<file path="config.mk">
export PLATFORM = sky130hd
export DESIGN_NAME = jit_ram
export DESIGN_NICKNAME = d
export VERILOG_FILES = /design/src/sv/jit_ram.sv
export SDC_FILE = /design/constraint.sdc
export NUM_CORES = 1
export LEC_CHECK = 0
export BUFFER_PORTS_ARGS = -buffer_cell sky130_fd_sc_hd__buf_2
export CORE_MARGIN = 3
export CORE_UTILIZATION = 50
export DETAILED_ROUTE_END_ITERATION = 12
export PLACE_DENSITY_LB_ADDON = 0.25
export SETUP_SLACK_MARGIN = 0.02
export SLEW_MARGIN = 40
export SYNTH_ARGS = -nofsm -noshare
export SYNTH_HDL_FRONTEND = slang
export SYNTH_SLANG_ARGS = --single-unit
</file>
<file path="constraint.sdc">
create_clock -name clk_i -period 4.9 [get_ports clk_i]
set_clock_uncertainty 0.2 [all_clocks]
set_input_delay 1.47 -clock clk_i [delete_from_list [all_inputs] [get_ports clk_i]]
set_output_delay 1.47 -clock clk_i [all_outputs]
set_load 0.01 [all_outputs]
</file>
<file path="src/sv/jit_ram.sv">
// ----------------------------------------------------------------------------
// jit_ram
// Generic single-write, single-read RAM with a registered read port.
// ----------------------------------------------------------------------------
module jit_ram #(
  parameter int unsigned Width = 32,
  parameter int unsigned Depth = 8,
  localparam int unsigned Aw   = (Depth > 1) ? $clog2(Depth) : 1
) (
  input  logic             clk_i,
  input  logic             we_i,
  input  logic [Aw-1:0]    waddr_i,
  input  logic [Width-1:0] wdata_i,
  input  logic             re_i,
  input  logic [Aw-1:0]    raddr_i,
  output logic [Width-1:0] rdata_o
);

  logic [Width-1:0] mem_q [Depth];
  logic [Width-1:0] rdata_q;

  // read returns the old contents on a same-address write
  always_ff @(posedge clk_i) begin
    if (we_i) begin
      mem_q[waddr_i] <= wdata_i;
    end
    if (re_i) begin
      rdata_q <= mem_q[raddr_i];
    end
  end

  assign rdata_o = rdata_q;

endmodule

</file>
==> results of run 1 <==
## worst paths after layout
kind                                              to  cells after the start
worst max-delay path            rdata_o[7]$_DFFE_PP_                      4
worst min-delay path            rdata_o[5]$_DFFE_PP_                      2
worst max register to register  rdata_o[7]$_DFFE_PP_                      2
worst min register to register  rdata_o[5]$_DFFE_PP_                      2
## power groups by stage
stage / combinational (mW) / clock, mW / sequential (mW)
final: 0.255 / 1.94 / 2.84
after global routing: 0.278 / 2.09 / 2.84
after CTS: 0.261 / 1.98 / 2.84
after detailed placement: 0.260 / 0 / 2.89
after global placement: 0.251 / 0 / 2.89
after floorplan: 0.141 / 0 / 2.90
## critical path, delay by kind of cell
kind     cells  cell delay [ns]
mux          2             0.87
buf+inv      2             0.81
## final cells by class
type / instances / share of cell area [%]
flip-flops and latches: 288 / 70.0
clock buffers: 35 / 5.72
multi-input cells: 109 / 16.7
well taps: 275 / 2.79
repair buffers: 82 / 3.79
clock inverters: 14 / 0.932
## layer usage
metal / share of wire [%] / vias to the layer above / GRT usage [%]
met5: 0.11 / - / 0
met4: 1.6 / 4 / 3.73
met3: 7.5 / 34 / 3.43
met2: 51 / 141 / 27.1
met1: 40 / 2327 / 23.0
li1: - / 1998 / -
## cells in the final DEF (no fill, tap or decap), drive strengths merged
cell type and instances:
clkbuf 35, nor2 6, mux4 64, buf 82
nor3 2, clkinvlp 1, mux2 32, nand2b 3
clkinv 11, bufinv 2, edfxtp 288, nand2 2
## state kept, by name, summed over array words and instances, names as in the netlist
signal and cells:
mem_q 256, rdata_o 32
## cells by family after synthesis
logic type | synth area share, %
buffers and inverters | 1.18
flip-flops | 80.2
multiplexers | 18.1
AND/OR/NAND/NOR | 0.545
## per-stage QoR
| stage | instance area [sq um] | instances | setup WS (ns) | total power [mW] | util (%) |
|---|---|---|---|---|---|
| 4_1_cts | 12300 | 803 | 1.76 | 5.08 | 58.5 |
| 2_1_floorplan | 10800 | 415 | 0.383 | 3.04 | - |
| 6_report | 12300 | 803 | 1.78 | 5.03 | 58.5 |
| 3_3_place_gp | 11500 | 754 | 1.23 | 3.14 | 54.6 |
| 5_1_grt | 12300 | 803 | 1.69 | 5.22 | 58.5 |
| 3_5_place_dp | 11500 | 754 | 1.20 | 3.15 | 54.7 |
==> summary.md, run 1 <==
| Metric | Value |
|---|---|
| Fin. Hold Viols | `0` |
| CTS tree | `done` |
| Post-route minimum period | `between 3 and 4 ns` |
| Final wirelength | `~19 mm` |
| NumNets Final | `549` |
| Row count | `53` |
| Synth top cells by count | `288 x edfxtp_1, 40 x mux4_1, 32 x mux2_2` |
| Critical Path Sink Type | `flip-flop` |
| Critical Path RT | `approximately 5 ns` |
| Min-delay src | `mem_q[2][5]$_DFFE_PP_` |
| Port bufs | `72` |
| Post-CTS setup buffers | `0` |
| Period utilisation layout | `63.6%` |
| Multi-input logic area | `0.00207 sq mm` |
| Relative slew slack | `48.5%` |
| CTS buffer count | `27` |
| IO Count | `73` |
| Clk buf depth | `3` |
| Status | `complete, no violations` |
| R2R setup slack | `3.28 ns` |
| Hold-fix buffers, CTS | `0` |
| First-pass GRT wire length | `just under 30 mm` |
| Total gr overflow | `0` |
| Setup TNS Final | `0 ns` |
| Register area | `0.00865 sq mm` |
| Crit Path Category | `in2reg` |
| Layout cells sized above 1 | `34.3%` |
| Root Driver | `clkbuf_16` |
| H-tree depth | `1` |
| Pwr dens | `approximately 410 mW/mm^2` |
| Area growth syn-to-layout | `14.5%` |
| Clk slew on worst S/H paths | `0.06 ns` |
| Core area | `0.0211 sq mm` |
| Largest net degree at the start of global routing | `35` |
| Total GRT Usage | `16.4%` |
| Most common cell in the netlist | `edfxtp_1` |
| Peak supply drop | `0.256 mV` |
| Type of the worst min-delay path | `reg2reg` |
| RePlAce Congestion | `approximately 0.68` |
| Seq/Total Area, Yosys | `80.2%` |
| Worst setup SP type | `input port` |
| Syn Nets | `456` |
| CP Cell Sequence | `buf_4 > buf_12 > mux4_1 > mux2_2` |
| Pleak | `4.11 nW` |
| Vias | `4504` |
| Unrepaired setup endpoints after global routing | `no` |
| Slew @ Worst Pin | `0.773 ns` |
| Synth unique cells | `12` |
| #FFs+latches synth | `288` |
| CTS Sinks | `288` |
| ANT nets after route | `0` |
| Vias in the first global route | `~5000` |
| Synth top area cells | `edfxtp_1 80%, mux4_1 9.7%, mux4_2 5.0%` |
| Worst-path fanout max | `33` |
| Syn Inst Count | `415` |
| Post-cts sizing count | `0` |
| Worst Hold Slack | `0.547 ns` |
| Initial Utilization | `51.2%` |
| Main synth FF type | `edfxtp_1` |
| Slowest cell on crit path | `mux4_1` |
| Post-synth EDFFs | `288` |
| Synthesis Warnings | `0` |
| Chip height | `153 microns` |
| Final setup violating endpoints | `0` |
| Die X | `approximately 150 microns` |
| Sw frac | `19.5%` |
| Residual DRC | `0` |
| Switching power | `around 980 uW` |
| Post-Syn Area | `0.0108 sq mm` |
| Antenna cells | `0` |
| Initial DRC count | `394` |
| Initial antenna violation count | `2` |
| Power share of the clock group | `38.5%` |
| Pre-antenna DRT Iters | `4` |
| Filler cells | `1507` |
| Worst-skew pair later-pin latency | `0.52 ns` |
| Async SR Flop Fraction | `0%` |
| Biggest area consumer among synthesized cells | `edfxtp_1` |
| Worst path arrival time | `3.19 ns` |
| Proportion of power drawn by flip-flops and latches | `between 50% and 60%` |
| Top-area cell type share of the netlist area | `80.2%` |
| Top achievable clock speed | `321 MHz` |
| Max cap viols | `0` |
| Wire per inst | `23.3 microns` |
| R2r startpoint | `mem_q[4][7]$_DFFE_PP_` |
| Pint | `4.05 mW` |
| Critical path's largest stage delay | `0.60 ns` |
| Detailed Place HPWL | `9.63 mm` |
| Die area | `0.0234 sq mm` |
| Pins Over Slew Limit | `0` |
| Comb pwr share | `under 10%` |
| Crit path from | `raddr_i[0]` |
| Detailed-route vias per instance | `5.61` |
| Synth Area per Inst | `26.0 sq um` |
(Power assumes the default switching activity.)
==> inputs of run 2 (changes only) <==
- ABC_AREA: default -> 1
- clock period: 4.9 -> 2.7 ns (I/O delays scaled with it)
==> summary.md, run 2 <==
| Metric | Value |
|---|---|
| Status | `complete, no violations` |
| Die X | `162 microns (+6.1%)` |
| Vias | `7625 (+69%)` |
| Chip height | `162 microns (+6.1%)` |
| Seq/Total Area, Yosys | `70.9% (-9.2 points)` |
| Syn Inst Count | `1156 (+180%)` |
| Pleak | `6.31 nW (+54%)` |
| Pre-antenna DRT Iters | `5 (+1)` |
| Family with the most delay on the worst path | `flip-flops` |
| CTS Sinks | `288 (unchanged)` |
| Biggest area consumer among synthesized cells | `edfxtp_1` |
| Post-synthesis mux area share | `0% (-18 points)` |
| Max cap viols | `0 (unchanged)` |
| Synthesis Warnings | `0 (unchanged)` |
| Detailed-route vias per instance | `4.84 (-14%)` |
| Post-Route Utilization | `58.6% (+0.063 points)` |
| Slowest cell on crit path | `edfxtp_1` |
| Final setup violating endpoints | `0 (unchanged)` |
| Pwr dens | `674 mW/mm^2 (+65%)` |
| Synth Area per Inst | `10.5 sq um (-59%)` |
| Layout cells sized above 1 | `11.4% (-23 points)` |
| Period utilisation layout | `between 70 and 80%` |
| Overall Power | `9.38 mW (+87%)` |
| Vias in the first global route | `7327 (+50%)` |
| Fin area | `0.0139 sq mm (+13%)` |
| Post-Syn Area | `0.0122 sq mm (+13%)` |
| Largest Register | `mem_q` |
| Detailed Place HPWL | `13.3 mm (+38%)` |
| Port bufs | `72 (unchanged)` |
| Max reg flops | `256 (unchanged)` |
| Filler cells | `1914 (+27%)` |
| IO Count | `73 (unchanged)` |
| Syn Nets | `1197 (+160%)` |
| Synth top area cells | `edfxtp_1 71%, nand2_1 13%, inv_1 8.0%` |
| Total GRT Usage | `19.2% (+2.8 points)` |
| Min-delay src | `wdata_i[13]` |
| #FFs+latches synth | `288 (unchanged)` |
| Async SR Flop Fraction | `0% (unchanged)` |
| Slew @ Worst Pin | `0.489 ns (-0.284 ns)` |
| Synth unique cells | `11 (-1)` |
| R2r startpoint | `mem_q[3][22]$_DFFE_PP_` |
| Initial DRC count | `575 (+46%)` |
| Top achievable clock speed | `between 400 and 500 MHz` |
| Area growth syn-to-layout | `14.2%` |
| Top-area cell type share of the netlist area | `70.9% (-9.2 points)` |
| Pins Over Slew Limit | `0 (unchanged)` |
| Critical path's largest stage delay | `0.42 ns (-0.18 ns)` |
| Worst setup SP type | `flip-flop` |
| H-tree depth | `1 (unchanged)` |
| Crit Path Category | `reg2out` |
| First-pass GRT wire length | `39.5 mm (+36%)` |
| Compound-gate portion of the synthesized area | `0% (unchanged)` |
| Post-synth EDFFs | `288 (unchanged)` |
| Crit path buffers/inverters | `1 (-1)` |
| Residual DRC | `0 (unchanged)` |
| ANT nets after route | `0 (unchanged)` |
| Total gr overflow | `0 (unchanged)` |
| Post-cts sizing count | `0 (unchanged)` |
| Setup WS pre-CTS | `0.460 ns (-0.736 ns)` |
| Worst-path fanout max | `1 (-97%)` |
| CTS tree | `done` |
| Post-synthesis xor/xnor area fraction | `0% (unchanged)` |
| Core area | `0.0238 sq mm (+13%)` |
| Post-Place Cells | `1524 (+100%)` |
| Root Driver | `clkbuf_16` |
| Largest net degree at the start of global routing | `85 (+140%)` |
| Fin. Hold Viols | `0 (unchanged)` |
| Largest family of logic cells by synthesized area | `simple AND/OR/NAND/NOR gates` |
| Synth Area in Simple Gates | `18.5% (+18 points)` |
| Most common cell after layout, fill and taps aside | `nand2_1` |
| Worst-skew pair later-pin latency | `0.53 ns (about the same)` |
| Unrepaired setup endpoints after global routing | `no` |
| Most common cell in the netlist | `nand2_1` |
| Adder-cell area share of the yosys netlist | `0% (unchanged)` |
| Synth top cells by count | `422 x nand2_1, 288 x edfxtp_1, 260 x inv_1` |
| Final cell count without fillers | `1577 (+96%)` |
| Hold-fix buffers, CTS | `0 (unchanged)` |
| Wire per inst | `15.9 microns (-32%)` |
| Initial Utilization | `51.3% (+0.18 points)` |
| CP Cell Sequence | `buf_2` |
| Die area | `0.0263 sq mm (+13%)` |
| CTS buffer count | `28 (+3.7%)` |
| Crit path from | `rdata_o[5]$_DFFE_PP_` |
| Worst path arrival time | `1.12 ns (-2.07 ns)` |
| Main synth FF type | `edfxtp_1` |
| Most frequent cells in the layout | `422 x nand2_1, 288 x edfxtp_1, 260 x inv_1` |
| Critical Path RT | `1.69 ns (-3.29 ns)` |
| Relative slew slack | `67.4% (+19 points)` |
| Fin worst setup slack | `0.571 ns (-1.21 ns)` |
| Peak supply drop | `0.469 mV (+83%)` |
| NumNets Final | `1276 (+130%)` |
| Final wirelength | `25.0 mm (+34%)` |
| Post-CTS setup buffers | `0 (unchanged)` |
| Initial antenna violation count | `1 (-1)` |
| Clk buf depth | `3 (unchanged)` |
| Critical Path Sink Type | `output pin` |
| Placed cell area | `0.0131 sq mm (+13%)` |
| Clk slew on worst S/H paths | `0.06 ns (about the same)` |
| Row count | `56 (+5.7%)` |
| RePlAce Congestion | `0.746 (+9.2%)` |
| Post-route minimum period | `2.13 ns` |
| Type of the worst min-delay path | `in2reg` |
==> run 2: through the flow <==
| stage | hold slack, ns | TNS [ns] |
|---|---|---|
| floorplan | 0.462 | -41.97 |
| global placement | 0.487 | 0 |
| detailed placement | 0.490 | 0 |
| CTS | 0.315 | 0 |
| global route | 0.334 | 0 |
| finish | 0.342 | 0 |
==> run 2: per-layer routing <==
metal / GRT usage, % / routed length [microns] / up-vias
li1: - / - / 3772
met1: 27.1 / 11300 / 3596
met2: 31.6 / 11800 / 210
met3: 2.65 / 1400 / 47
met4: 5.43 / 514 / 0
met5: 0 / 0 / -
==> run 2: cell families (layout without fill, tap and decap cells) <==
logic type / count (synthesis) / after routing
other: 0 / 2
buffers and inverters: 310 / 410
and+or+nand+nor: 558 / 558
DFF: 288 / 288
==> run 2: worst paths after layout <==
path / slack [ns] / endpoint / cells past startpoint
max reg2reg: 1.46 / rdata_o[22]$_DFFE_PP_ / 6
min: 0.34 / mem_q[0][13]$_DFFE_PP_ / 1
min reg2reg: 0.50 / rdata_o[0]$_DFFE_PP_ / 6
max: 0.57 / rdata_o[5] / 1
==> run 2: area by class of cell <==
class | instances | area (sq um) | area share, %
Tap cell | 319 | 399 | 2.87
Clock buffer | 34 | 744 | 5.35
Inverter | 262 | 985 | 7.07
Clock inverter | 17 | 100 | 0.719
Antenna cell | 2 | 5.00 | 0.0359
Timing Repair Buffer | 97 | 726 | 5.21
Multi-Input combinational cell | 558 | 2310 | 16.6
Sequential cell | 288 | 8650 | 62.1
==> run 2: power by group <==
| group | switching, mW | total, mW | internal (mW) |
|---|---|---|---|
| Combinational | 0.439 | 0.644 | 0.205 |
| Clock | 1.56 | 3.60 | 2.04 |
| Sequential | 0.0383 | 5.14 | 5.11 |
| Total | 2.03 | 9.38 | 7.35 |
==> inputs of run 3 (changes only) <==
- clock period: 2.7 -> 2.1 ns (I/O delays scaled with it)
==> summary.md, run 3 (synthesis gave the netlist of run 2 again) <==
| Metric | Value |
|---|---|
| Sw frac | `21.9% (+0.26 points)` |
| Initial Utilization | `51.3% (unchanged)` |
| Vias | `7648 (+0.30%)` |
| Largest net degree at the start of global routing | `48 (-44%)` |
| Critical Path RT | `1.27 ns (-0.42 ns)` |
| Pre-antenna DRT Iters | `4 (-1)` |
| H-tree depth | `1 (unchanged)` |
| Power share of the clock group | `39.1% (+0.8 points)` |
| Root Driver | `clkbuf_16` |
| Critical path's largest stage delay | `0.43 ns (about the same)` |
| Clk buf depth | `3 (unchanged)` |
| Post-CTS setup buffers | `0 (unchanged)` |
| Crit path buffers/inverters | `1 (unchanged)` |
| Critical Path Sink Type | `output pin` |
| ANT nets after route | `0 (unchanged)` |
| Most common cell after layout, fill and taps aside | `nand2_1` |
| CTS Sinks | `288 (unchanged)` |
| Fin. Hold Viols | `0 (unchanged)` |
| Die area | `0.0263 sq mm (unchanged)` |
| Unrepaired setup endpoints after global routing | `no` |
| Slew @ Worst Pin | `0.446 ns (-0.0423 ns)` |
| Post-route minimum period | `1.98 ns` |
| Residual DRC | `0 (unchanged)` |
| Layout cells sized above 1 | `12.4% (+1.0 points)` |
| Fin area | `0.0141 sq mm (+1.6%)` |
| Comb pwr share | `7.0% (about the same)` |
| RePlAce Congestion | `0.745 (-0.16%)` |
| Initial antenna violation count | `3 (+2)` |
| Type of the worst min-delay path | `in2reg` |
| Detailed-route vias per instance | `4.81 (-0.52%)` |
| Row count | `56 (unchanged)` |
| Worst setup SP type | `flip-flop` |
| Crit Path Category | `reg2out` |
| Pins Over Slew Limit | `0 (unchanged)` |
| First-pass GRT wire length | `39.1 mm (-0.91%)` |
| Post-cts sizing count | `0 (unchanged)` |
| Top achievable clock speed | `between 500 and 600 MHz` |
| Max reg flops | `256 (unchanged)` |
| Antenna cells | `0 (-2)` |
| Clk slew on worst S/H paths | `0.06 ns (about the same)` |
| Largest Register | `mem_q` |
| Peak supply drop | `0.663 mV (+41%)` |
| Pleak | `6.42 nW (+1.8%)` |
| Placed cell area | `0.0132 sq mm (+1.3%)` |
| Worst-path fanout max | `1 (unchanged)` |
| Core area | `0.0238 sq mm (unchanged)` |
| Total GRT Usage | `19.1% (-0.062 points)` |
| Max cap viols | `0 (unchanged)` |
| Final wirelength | `24.8 mm (-0.69%)` |
| Chip height | `162 microns (unchanged)` |
| Period utilisation layout | `94.1%` |
| CP Cell Sequence | `buf_2` |
| Status | `complete, no violations` |
| IO Count | `73 (unchanged)` |
| Wire per inst | `15.6 microns (-1.5%)` |
| Detailed Place HPWL | `14.1 mm (+6.3%)` |
| Hold-fix buffers, CTS | `0 (unchanged)` |
| CTS buffer count | `30 (+7.1%)` |
| Worst Hold Slack | `0.145 ns (-0.197 ns)` |
| CTS tree | `done` |
| Family with the most delay on the worst path | `flip-flops` |
| NumNets Final | `1289 (+1.0%)` |
| Port bufs | `72 (unchanged)` |
| Pint | `9.58 mW (+30%)` |
| Final setup violating endpoints | `0 (unchanged)` |
| Relative slew slack | `70.2% (+2.8 points)` |
| Total gr overflow | `0 (unchanged)` |
| Most frequent cells in the layout | `422 x nand2_1, 288 x edfxtp_1, 260 x inv_1` |
| Worst path arrival time | `1.15 ns (+0.03 ns)` |
| Area growth syn-to-layout | `16.0%` |
| Die X | `162 microns (unchanged)` |
| Vias in the first global route | `7363 (+0.49%)` |
| Proportion of power drawn by flip-flops and latches | `53.9% (-0.9 points)` |
| Slowest cell on crit path | `edfxtp_1` |
| Switching power | `2.69 mW (+32%)` |
| Pwr dens | `868 mW/mm^2 (+29%)` |
| Worst-skew pair later-pin latency | `0.55 ns (+0.02 ns)` |
| Initial DRC count | `526 (-8.5%)` |
[run 3: path summary, 6_finish.rpt]
kind	start	to	slack, ns	cells past startpoint
hold reg to reg	mem_q[0][12]$_DFFE_PP_	rdata_o[12]$_DFFE_PP_	0.50	6
setup reg to reg	mem_q[1][5]$_DFFE_PP_	rdata_o[5]$_DFFE_PP_	0.87	6
hold / removal	wdata_i[12]	mem_q[7][12]$_DFFE_PP_	0.14	1
setup / recovery	rdata_o[31]$_DFFE_PP_	rdata_o[31]	0.12	1
[run 3: metrics by stage]
stage               worst slack (ns)  TNS [ns]  cells  power, mW  util (%)
floorplan                     -0.170    -36.37   1156       7.23         -
CTS                            0.105         0   1590       12.4      59.6
global placement              0.0698         0   1535       7.58      55.8
global route                   0.108         0   1590       12.7      59.6
detailed placement            0.0365         0   1535       7.60      55.8
finish                         0.124         0   1590       12.3      59.6
[run 3: routing by layer]
metal | vias up | track usage [%] | part of all wire, %
li1 | 3803 | - | -
met1 | 3596 | 25.4 | 43
met2 | 187 | 32.9 | 49
met3 | 56 | 3.42 | 5.7
met4 | 6 | 4.89 | 2.3
met5 | - | 0 | 0.11
[run 3: final cells by class]
type	count	area (sq um)
clock buffers	33	762
fillers	1899	9610
clock inverters	22	140
repair buffers	108	896
flip-flops and latches	288	8650
well taps	319	399
multi-input cells	558	2310
inverters	262	985
[run 3: power groups by stage]
stage / Clock, mW / Sequential, mW / Combinational [mW]
2_1_floorplan: 0 / 6.76 / 0.467
3_3_place_gp: 0 / 6.74 / 0.845
3_5_place_dp: 0 / 6.74 / 0.860
4_1_cts: 4.91 / 6.62 / 0.866
5_1_grt: 5.14 / 6.63 / 0.965
6_report: 4.80 / 6.62 / 0.856
